--- src/mcts_pkg.sv ---
// Shared types and constants for the min/max column trace segment block.
// No dependencies; every other file refers to it by scoped names.
package mcts_pkg;

    // Screen geometry
    localparam int SCREEN_COLUMNS = 128;
    localparam int COL_W          = $clog2(SCREEN_COLUMNS + 1);

    // Field widths
    localparam int ADC_W   = 12;
    localparam int POS_W   = 16;
    localparam int COORD_W = 7;
    localparam int SCALE_W = 16;

    // Sample-to-row mapping constants
    localparam int PROD_W   = 24;
    localparam int MV_FULL  = 3300;
    localparam int MV_MID   = 1650;
    localparam int ROW_MID  = 64;
    localparam int ROW_MAX  = 127;
    localparam int QUO_W    = 15;

    // Configuration register map
    localparam int        PADDR_W        = 3;
    localparam int        PDATA_W        = 32;
    localparam logic      REG_MV_PER_DIV = 1'b0;
    localparam logic [SCALE_W-1:0] MV_PER_DIV_RESET = 16'd1000;

    // One column bucket
    typedef struct packed {
        logic [ADC_W-1:0] first_sample;
        logic [ADC_W-1:0] final_sample;
        logic [ADC_W-1:0] min_sample;
        logic [ADC_W-1:0] max_sample;
        logic [POS_W-1:0] sample_count;
        logic [POS_W-1:0] min_position;
        logic [POS_W-1:0] max_position;
        logic             last_bucket;
    } bucket_t;

    // One drawn segment
    typedef struct packed {
        logic [COORD_W-1:0] x_start;
        logic [COORD_W-1:0] y_start;
        logic [COORD_W-1:0] x_end;
        logic [COORD_W-1:0] y_end;
        logic               last_segment;
    } segment_t;

    // Status from the row conversion unit
    typedef struct packed {
        logic               done;
        logic [COORD_W-1:0] row;
    } row_stat_t;

endpackage

--- src/minmax_column_trace_segments_core.sv ---
// Top level of the min/max column trace segment block: bucket sequencer,
// segment output register, row unit and configuration register.
// Depends on mcts_pkg, mcts_row_unit and mcts_cfg_regs.
//
//   Channel   Signals                              Beat moves
//   bucket    bucket_valid, bucket_ready, bucket   one column bucket in
//   segment   segment_valid, segment_ready, segment one line segment out
//   config    psel, penable, pwrite, paddr, ...    scale register write/read
//
// An on-screen bucket has its four samples converted one after another
// through the single row unit and its 15-step serial divide, then emits one
// segment per cycle, 1 to 4, while segment_ready does not stall the output.
// An off-screen bucket is taken with no conversion and no segment. Reset
// clears the column state and sets the scale to 1000. A stalled segment beat
// holds; the next bucket is still taken while the final segment waits.
module minmax_column_trace_segments_core
(
    input  logic                         clk,
    input  logic                         rst_n,
    input  logic                         bucket_valid,
    output logic                         bucket_ready,
    input  mcts_pkg::bucket_t            bucket,
    output logic                         segment_valid,
    input  logic                         segment_ready,
    output mcts_pkg::segment_t           segment,
    input  logic                         psel,
    input  logic                         penable,
    input  logic                         pwrite,
    input  logic [mcts_pkg::PADDR_W-1:0] paddr,
    input  logic [mcts_pkg::PDATA_W-1:0] pwdata,
    output logic [mcts_pkg::PDATA_W-1:0] prdata,
    output logic                         pready
);

    typedef enum logic [1:0] {
        S_IDLE,
        S_CONV,
        S_EMIT
    } state_t;

    localparam int CW = mcts_pkg::COORD_W;

    state_t                           state_reg, state_next;
    mcts_pkg::bucket_t                bkt_reg, bkt_next;
    logic [mcts_pkg::COL_W-1:0]       col_reg, col_next;
    logic [CW-1:0]                    prev_row_reg, prev_row_next;
    logic                             has_prev_reg, has_prev_next;
    logic [1:0]                       conv_k_reg, conv_k_next;
    logic                             start_reg, start_next;
    logic [CW-1:0]                    yf_reg, yf_next;
    logic [CW-1:0]                    yl_reg, yl_next;
    logic [CW-1:0]                    ymin_reg, ymin_next;
    logic [CW-1:0]                    ymax_reg, ymax_next;
    logic [1:0]                       seg_idx_reg, seg_idx_next;
    logic                             seg_valid_reg, seg_valid_next;
    mcts_pkg::segment_t               seg_reg, seg_next;

    logic [mcts_pkg::SCALE_W-1:0]     divisor;
    logic [mcts_pkg::ADC_W-1:0]       conv_adc;
    mcts_pkg::row_stat_t              row_stat;

    logic                             accept;
    logic                             on_screen;
    logic                             has_conn;
    logic                             three_seg;
    logic [2:0]                       seg_total;
    logic [1:0]                       vert_j;
    logic [CW-1:0]                    pt_a, pt_b;
    logic [CW-1:0]                    x_cur;
    logic                             load_seg;
    mcts_pkg::segment_t               seg_build;

    mcts_cfg_regs u_cfg
    (
        .clk     (clk),
        .rst_n   (rst_n),
        .psel    (psel),
        .penable (penable),
        .pwrite  (pwrite),
        .paddr   (paddr),
        .pwdata  (pwdata),
        .prdata  (prdata),
        .pready  (pready),
        .divisor (divisor)
    );

    mcts_row_unit u_row
    (
        .clk     (clk),
        .rst_n   (rst_n),
        .start   (start_reg),
        .adc     (conv_adc),
        .divisor (divisor),
        .stat    (row_stat)
    );

    // Pick the sample under conversion
    always_comb
    begin
        case (conv_k_reg)
            2'd0:    conv_adc = bkt_reg.first_sample;
            2'd1:    conv_adc = bkt_reg.final_sample;
            2'd2:    conv_adc = bkt_reg.min_sample;
            default: conv_adc = bkt_reg.max_sample;
        endcase
    end

    assign bucket_ready  = (state_reg == S_IDLE);
    assign accept        = bucket_valid && bucket_ready;
    assign on_screen     = (col_reg < mcts_pkg::COL_W'(mcts_pkg::SCREEN_COLUMNS));
    assign segment_valid = seg_valid_reg;
    assign segment       = seg_reg;

    // Segment list for the current column
    assign x_cur     = col_reg[CW-1:0];
    assign has_conn  = has_prev_reg && (col_reg != '0);
    assign three_seg = (bkt_reg.sample_count > 16'd1)
                    && (bkt_reg.min_position != bkt_reg.max_position);
    assign seg_total = 3'(has_conn) + (three_seg ? 3'd3 : 3'd1);
    assign vert_j    = has_conn ? (seg_idx_reg - 2'd1) : seg_idx_reg;
    assign pt_a      = (bkt_reg.min_position < bkt_reg.max_position) ? ymin_reg : ymax_reg;
    assign pt_b      = (bkt_reg.min_position < bkt_reg.max_position) ? ymax_reg : ymin_reg;

    always_comb
    begin
        seg_build.x_start = x_cur;
        seg_build.x_end   = x_cur;
        seg_build.y_start = yf_reg;
        seg_build.y_end   = yl_reg;
        if (has_conn && (seg_idx_reg == 2'd0))
        begin
            seg_build.x_start = x_cur - 7'd1;
            seg_build.y_start = prev_row_reg;
            seg_build.y_end   = yf_reg;
        end
        else if (three_seg)
        begin
            case (vert_j)
                2'd0:
                begin
                    seg_build.y_start = yf_reg;
                    seg_build.y_end   = pt_a;
                end
                2'd1:
                begin
                    seg_build.y_start = pt_a;
                    seg_build.y_end   = pt_b;
                end
                default:
                begin
                    seg_build.y_start = pt_b;
                    seg_build.y_end   = yl_reg;
                end
            endcase
        end
        seg_build.last_segment = ({1'b0, seg_idx_reg} == (seg_total - 3'd1));
    end

    assign load_seg = (state_reg == S_EMIT) && (!seg_valid_reg || segment_ready);

    // Sequencer: accept a bucket; on screen, convert four samples, emit segments
    always_comb
    begin
        state_next     = state_reg;
        bkt_next       = bkt_reg;
        col_next       = col_reg;
        prev_row_next  = prev_row_reg;
        has_prev_next  = has_prev_reg;
        conv_k_next    = conv_k_reg;
        start_next     = 1'b0;
        yf_next        = yf_reg;
        yl_next        = yl_reg;
        ymin_next      = ymin_reg;
        ymax_next      = ymax_reg;
        seg_idx_next   = seg_idx_reg;
        seg_valid_next = seg_valid_reg;
        seg_next       = seg_reg;

        // Drop the output beat once taken
        if (seg_valid_reg && segment_ready)
        begin
            seg_valid_next = 1'b0;
        end

        case (state_reg)
            S_IDLE:
            begin
                if (accept)
                begin
                    bkt_next = bucket;
                    if (on_screen)
                    begin
                        conv_k_next = 2'd0;
                        start_next  = 1'b1;
                        state_next  = S_CONV;
                    end
                    else if (bucket.last_bucket)
                    begin
                        col_next      = '0;
                        prev_row_next = '0;
                        has_prev_next = 1'b0;
                    end
                end
            end
            S_CONV:
            begin
                if (row_stat.done)
                begin
                    case (conv_k_reg)
                        2'd0:    yf_next   = row_stat.row;
                        2'd1:    yl_next   = row_stat.row;
                        2'd2:    ymin_next = row_stat.row;
                        default: ymax_next = row_stat.row;
                    endcase
                    if (conv_k_reg == 2'd3)
                    begin
                        seg_idx_next = 2'd0;
                        state_next   = S_EMIT;
                    end
                    else
                    begin
                        conv_k_next = conv_k_reg + 2'd1;
                        start_next  = 1'b1;
                    end
                end
            end
            S_EMIT:
            begin
                if (load_seg)
                begin
                    seg_next       = seg_build;
                    seg_valid_next = 1'b1;
                    seg_idx_next   = seg_idx_reg + 2'd1;
                    if (seg_build.last_segment)
                    begin
                        state_next = S_IDLE;
                        if (bkt_reg.last_bucket)
                        begin
                            col_next      = '0;
                            prev_row_next = '0;
                            has_prev_next = 1'b0;
                        end
                        else
                        begin
                            col_next      = col_reg + mcts_pkg::COL_W'(1);
                            prev_row_next = yl_reg;
                            has_prev_next = 1'b1;
                        end
                    end
                end
            end
            default:
            begin
                state_next = S_IDLE;
            end
        endcase
    end

    // Hold state, column history and the output beat
    always_ff @(posedge clk or negedge rst_n)
    begin
        if (!rst_n)
        begin
            state_reg     <= S_IDLE;
            bkt_reg       <= '0;
            col_reg       <= '0;
            prev_row_reg  <= '0;
            has_prev_reg  <= 1'b0;
            conv_k_reg    <= '0;
            start_reg     <= 1'b0;
            yf_reg        <= '0;
            yl_reg        <= '0;
            ymin_reg      <= '0;
            ymax_reg      <= '0;
            seg_idx_reg   <= '0;
            seg_valid_reg <= 1'b0;
            seg_reg       <= '0;
        end
        else
        begin
            state_reg     <= state_next;
            bkt_reg       <= bkt_next;
            col_reg       <= col_next;
            prev_row_reg  <= prev_row_next;
            has_prev_reg  <= has_prev_next;
            conv_k_reg    <= conv_k_next;
            start_reg     <= start_next;
            yf_reg        <= yf_next;
            yl_reg        <= yl_next;
            ymin_reg      <= ymin_next;
            ymax_reg      <= ymax_next;
            seg_idx_reg   <= seg_idx_next;
            seg_valid_reg <= seg_valid_next;
            seg_reg       <= seg_next;
        end
    end

endmodule

--- src/mcts_cfg_regs.sv ---
// APB-style configuration register holding the vertical scale.
// Depends on mcts_pkg.
module mcts_cfg_regs
(
    input  logic                                 clk,
    input  logic                                 rst_n,
    input  logic                                 psel,
    input  logic                                 penable,
    input  logic                                 pwrite,
    input  logic [mcts_pkg::PADDR_W-1:0]         paddr,
    input  logic [mcts_pkg::PDATA_W-1:0]         pwdata,
    output logic [mcts_pkg::PDATA_W-1:0]         prdata,
    output logic                                 pready,
    output logic [mcts_pkg::SCALE_W-1:0]         divisor
);

    logic [mcts_pkg::SCALE_W-1:0] mv_per_div_reg;
    logic                         reg_sel;

    assign reg_sel = (paddr[2] == mcts_pkg::REG_MV_PER_DIV);
    assign pready  = 1'b1;

    // Capture the scale on the access beat
    always_ff @(posedge clk or negedge rst_n)
    begin
        if (!rst_n)
        begin
            mv_per_div_reg <= mcts_pkg::MV_PER_DIV_RESET;
        end
        else if (psel && penable && pwrite && reg_sel)
        begin
            mv_per_div_reg <= pwdata[mcts_pkg::SCALE_W-1:0];
        end
    end

    // Return the stored value on reads
    assign prdata = reg_sel ? {{(mcts_pkg::PDATA_W - mcts_pkg::SCALE_W){1'b0}}, mv_per_div_reg}
                            : '0;

    // Treat a zero scale as one
    assign divisor = (mv_per_div_reg == '0) ? {{(mcts_pkg::SCALE_W-1){1'b0}}, 1'b1}
                                            : mv_per_div_reg;

endmodule

--- src/mcts_row_unit.sv ---
// Shared sample-to-row converter: constant scale to millivolts, then a
// bit-serial restoring divide by the configured scale. Depends on mcts_pkg.
module mcts_row_unit
(
    input  logic                              clk,
    input  logic                              rst_n,
    input  logic                              start,
    input  logic [mcts_pkg::ADC_W-1:0]        adc,
    input  logic [mcts_pkg::SCALE_W-1:0]      divisor,
    output mcts_pkg::row_stat_t               stat
);

    typedef enum logic [1:0] {
        R_IDLE,
        R_PREP,
        R_DIV,
        R_FIN
    } rstate_t;

    rstate_t                          state_reg, state_next;
    logic [mcts_pkg::PROD_W-1:0]      prod_reg, prod_next;
    logic [mcts_pkg::QUO_W-1:0]       num_reg, num_next;
    logic [mcts_pkg::SCALE_W-1:0]     rem_reg, rem_next;
    logic [3:0]                       cnt_reg, cnt_next;
    logic                             neg_reg, neg_next;

    logic [mcts_pkg::PROD_W-1:0]      recip_sum;
    logic [mcts_pkg::ADC_W-1:0]       mv;
    logic [10:0]                      mag;
    logic [mcts_pkg::SCALE_W:0]       trial;
    logic                             trial_ge;
    logic [mcts_pkg::SCALE_W-1:0]     row_sum;
    logic [mcts_pkg::COORD_W-1:0]     row;

    // Divide by 4095 through its reciprocal: exact for products below 4095 * 4096
    assign recip_sum = prod_reg + {12'd0, prod_reg[mcts_pkg::PROD_W-1:12]}
                     + {{(mcts_pkg::PROD_W-1){1'b0}}, 1'b1};
    assign mv        = recip_sum[mcts_pkg::PROD_W-1:12];
    assign mag       = (mv < 12'(mcts_pkg::MV_MID)) ? 11'(12'(mcts_pkg::MV_MID) - mv)
                                                    : 11'(mv - 12'(mcts_pkg::MV_MID));

    // One quotient bit per cycle
    assign trial    = {rem_reg, num_reg[mcts_pkg::QUO_W-1]};
    assign trial_ge = (trial >= {1'b0, divisor});

    // Offset from mid-screen and clamp
    assign row_sum = 16'(mcts_pkg::ROW_MID) + {1'b0, num_reg};
    always_comb
    begin
        if (neg_reg)
        begin
            row = (row_sum > 16'(mcts_pkg::ROW_MAX)) ? 7'(mcts_pkg::ROW_MAX) : row_sum[6:0];
        end
        else
        begin
            row = (num_reg > 15'(mcts_pkg::ROW_MID)) ? 7'd0
                                                     : 7'(15'(mcts_pkg::ROW_MID) - num_reg);
        end
    end

    assign stat.done = (state_reg == R_FIN);
    assign stat.row  = row;

    // Sequence: multiply, prepare magnitude, fifteen divide steps, finish
    always_comb
    begin
        state_next = state_reg;
        prod_next  = prod_reg;
        num_next   = num_reg;
        rem_next   = rem_reg;
        cnt_next   = cnt_reg;
        neg_next   = neg_reg;
        case (state_reg)
            R_IDLE:
            begin
                if (start)
                begin
                    prod_next  = 24'(adc) * 24'(mcts_pkg::MV_FULL);
                    state_next = R_PREP;
                end
            end
            R_PREP:
            begin
                neg_next   = (mv < 12'(mcts_pkg::MV_MID));
                num_next   = {mag, 4'd0};
                rem_next   = '0;
                cnt_next   = 4'(mcts_pkg::QUO_W - 1);
                state_next = R_DIV;
            end
            R_DIV:
            begin
                rem_next = trial_ge ? 16'(trial - {1'b0, divisor}) : trial[15:0];
                num_next = {num_reg[mcts_pkg::QUO_W-2:0], trial_ge};
                cnt_next = cnt_reg - 4'd1;
                if (cnt_reg == 4'd0)
                begin
                    state_next = R_FIN;
                end
            end
            R_FIN:
            begin
                state_next = R_IDLE;
            end
            default:
            begin
                state_next = R_IDLE;
            end
        endcase
    end

    always_ff @(posedge clk or negedge rst_n)
    begin
        if (!rst_n)
        begin
            state_reg <= R_IDLE;
            prod_reg  <= '0;
            num_reg   <= '0;
            rem_reg   <= '0;
            cnt_reg   <= '0;
            neg_reg   <= 1'b0;
        end
        else
        begin
            state_reg <= state_next;
            prod_reg  <= prod_next;
            num_reg   <= num_next;
            rem_reg   <= rem_next;
            cnt_reg   <= cnt_next;
            neg_reg   <= neg_next;
        end
    end

endmodule
--- config.mk ---
export PLATFORM = sky130hd
export DESIGN_NAME = minmax_column_trace_segments_core
export DESIGN_NICKNAME = d
export VERILOG_FILES = /design/src/mcts_pkg.sv /design/src/minmax_column_trace_segments_core.sv /design/src/mcts_cfg_regs.sv /design/src/mcts_row_unit.sv
export SDC_FILE = /design/constraint.sdc
export NUM_CORES = 1
export LEC_CHECK = 0
export BUFFER_PORTS_ARGS = -buffer_cell sky130_fd_sc_hd__buf_2
export CORE_UTILIZATION = 60
export CTS_CLUSTER_SIZE = 14
export DETAILED_ROUTE_END_ITERATION = 10
export MAX_ROUTING_LAYER = met4
export PLACE_DENSITY = 0.92
export SLEW_MARGIN = 15
export SYNTH_ARGS = -nofsm -noshare
export SYNTH_HDL_FRONTEND = slang
export SYNTH_SLANG_ARGS = --single-unit
--- constraint.sdc ---
create_clock -name clk -period 13.1 [get_ports clk]
set_clock_uncertainty 0.05 [all_clocks]
set_input_delay 1.31 -clock clk [delete_from_list [all_inputs] [get_ports clk]]
set_output_delay 1.31 -clock clk [all_outputs]
set_load 0.02 [all_outputs]
==> metrics.yaml <==
status:
  status: "finished with violations"
  violations: "design-rule violations"
critical_path:
  crit_arrival_ns: 7.00
  r2r_cells: 20
  crit_family: "adder cells"
  critPathMaxFanout: 13
  worst-setup-path-type: "flop to flop"
  critPathLaunchType: "flop"
  cpMostUsedCell: "fa_1"
  slowest_stage: "mux2i_1"
  path_buf_inv: 3
  path_depth: 20
  max_stage_delay_ns: 0.64
  worst_setup_path_end_kind: "flop"
  cp-startpoint: "conv_k_reg[1]$_DFFE_PN0P_"
  r2r_slack_ns: 6.40
  r2r-start: "conv_k_reg[1]$_DFFE_PN0P_"
  cp_cell_sequence: "inv_1, ha_1, a222oi_1, mux2i_1, ha_1, fa_1, fa_1, fa_1, inv_1, fa_1, inv_1, ha_1, a21oi_1, nor3b_1, o21ai_0, a311oi_1, o21ai_0, a21oi_1, xnor2_1, o21ai_0"
  cp_data_required_time_ns: 13.40
clock_network:
  clock_path_buffers: 3
  clk_pin_slew_ns: 0.06
  insertion_delay_ns: 0.53
  cts_root_buffer: "clkbuf_16"
  htree_levels: 1
  cts_buffers: 27
  cts_tree: "built"
  cts_setup_buffers: 0
  cts_sinks: 253
  hold_buffers: 0
  ctsResizeCount: 0
sta:
  report.final.slew_viol_count: 0
  slew-limit-headroom_pct: 28.5
  rsz0062_at_grt: "no"
  setup_tns_ns: 0
  min_period_ns: 6.70
  tightestPinTransition_ns: 1.07
  setup_viol: 0
  fmax_ghz: 0.149
  finalCritPeriodShare_pct: 51.1
  hold_viol_final: 0
cells_and_area:
  largest_reg_flops: 96
  finish.instance_area_um2: 17700
  instances_no_fill: 2106
  final_nets: 2053
  area_growth_pct: 11.3
  layout-drive-gt1-share_pct: 19.3
synth:
  synth_top_area_cell: "dfrtp_1"
  dominantRegCellSynth: "dfrtp_1"
  syn_area_um2: 15900
  synth-edff-count: 0
  netlist.area_leader.share_pct: 38.9
  yosysWarnings: 0
  async_reset_ff_share_pct: 100
  synth_cell_types: 81
  synthTopCellsByArea: "dfrtp_1 (39%), ha_1 (11%), mux2_2 (7.2%)"
  syn_avg_cell_area_um2: 9.79
  synth-seq-cells: 253
  netlist_instances: 1622
  yosysSeqAreaShare_pct: 39.9
floorplan:
  die_w_um: 165
  core_area_um2: 26000
  ios: 203
  start_util_pct: 61.1
  placementRows: 59
  fp.dieH_um: 165
  die-area_um2: 27100
placed_design:
  numPortBuffers: 166
  detailed_place.area_um2: 16800
  routabilityCongestion: 0.914
  dp_cells: 2053
  dpl.hpwl_mm: 26.5
global_route:
  track_usage_pct: 28.0
  grt_max_degree: 108
  gr-total-overflow: 0
  grt_pass1_vias: 12600
  grt_pass1_wl_mm: 59.9
  antenna_found_initial: 3
routing:
  dr.pass1.iters: 10
  drt_iter0_drc: 1155
  drc: 6
  avgRoutedWirePerCell_um: 17.5
  wirelength_mm: 36.9
  vias: 12700
  viasPerCell: 6.04
  antenna_left: 0
worst_hold_path:
  hold_depth: 2
  holdCritStartpoint: "segment[13]$_DFFE_PN0P_"
  hp-class: "flop to flop"
run:
  maxCapViolCount: 0
kinds of logic (layout without fill, tap and decap cells):
group | count (synthesis) | count (layout) | share of synthesized area [%]
simple gates | 417 | 417 | 12.1
compound gates | 370 | 370 | 15.4
flops | 253 | 253 | 39.9
buf+inv | 234 | 364 | 6.20
fa+ha+maj | 167 | 167 | 14.6
mux | 124 | 124 | 8.62
xor+xnor | 55 | 55 | 3.03
other cells | 2 | 21 | 0.0473
worst min-delay path: cells and delay by family, from the launching register on:
| kind | cells | cell delay, ns |
|---|---|---|
| flops | 1 | 0.34 |
| simple gates | 2 | 0.10 |
metrics by stage:
step,worst slack (ns),hold WS (ns),util (%)
2_1_floorplan,7.33,0.406,-
3_3_place_gp,6.76,0.405,64.6
3_5_place_dp,6.61,0.409,64.6
4_1_cts,6.50,0.425,67.9
5_1_grt,5.97,0.461,68.0
6_report,6.40,0.422,68.0
cells in the mapped netlist (7+ instances only):
master and instances:
buf_1 12, a222oi_1 7, a21o_1 20, nor2b_1 15, nand2_1 175, nor2_1 85
a22o_1 12, fa_1 31, ha_1 136, mux2_2 102, o21a_1 10, buf_4 22
inv_1 143, dfrtp_1 247, o21bai_1 11, a21oi_1 54, nor3_1 32, mux2i_1 22
xnor2_1 38, o22ai_1 35, a31oi_1 16, clkbuf_1 48, a221oi_1 16, nand4_1 8
o211ai_1 9, and2_1 7, and3_1 14, nor4_1 12, nand3_1 39, xor2_1 17
o21ai_0 116
layer usage:
metal	vias to the layer above	GRT usage (%)	part of all wire, %
met2	483	48.2	50
met1	6199	34.1	41
met5	-	-	0
li1	5935	-	-
met3	98	3.84	6.5
met4	0	8.84	2.7
worst paths after layout:
check / to
max: u_row.prod_reg[23]$_DFFE_PN0P_
min: segment[13]$_DFFE_PN0P_
max reg2reg: u_row.prod_reg[23]$_DFFE_PN0P_
min reg2reg: segment[13]$_DFFE_PN0P_
max in group asynchronous: u_row.rem_reg[7]$_DFFE_PN0P_
min in group asynchronous: bkt_reg[35]$_DFFE_PN0P_
placed cells by master (no fill, tap or decap), types with 8 or more instances in the layout:
cell type | Yosys | layout
a21o_1 | 20 | 20
a21oi_1 | 54 | 54
a221oi_1 | 16 | 16
a22o_1 | 12 | 12
a31oi_1 | 16 | 16
and3_1 | 14 | 14
buf_2 | 6 | 165
clkbuf_1 | 48 | 9
clkbuf_16 | 0 | 27
conb_1 | 2 | 17
dfrtp_1 | 247 | 247
fa_1 | 31 | 31
ha_1 | 136 | 136
inv_1 | 143 | 143
mux2_2 | 102 | 102
mux2i_1 | 22 | 22
nand2_1 | 175 | 175
nand3_1 | 39 | 39
nand4_1 | 8 | 8
nor2_1 | 85 | 85
nor2b_1 | 15 | 15
nor3_1 | 32 | 32
nor4_1 | 12 | 12
o211ai_1 | 9 | 9
o21a_1 | 10 | 10
o21ai_0 | 116 | 116
o21bai_1 | 11 | 11
o22ai_1 | 35 | 35
xnor2_1 | 38 | 38
xor2_1 | 17 | 17
layout make-up:
type	count	area [µm²]
Tap cell	335	419
Sequential cell	253	6340
Timing Repair Buffer	172	886
Fill cell	1824	8320
Clock inverter	7	75.1
Antenna cell	4	10.0
Multi-Input combinational cell	1150	8610
Inverter	143	537
Clock buffer	42	792
Power is not shown: default switching activity piles up to over one toggle a cycle in this logic, so the estimate is an artifact.
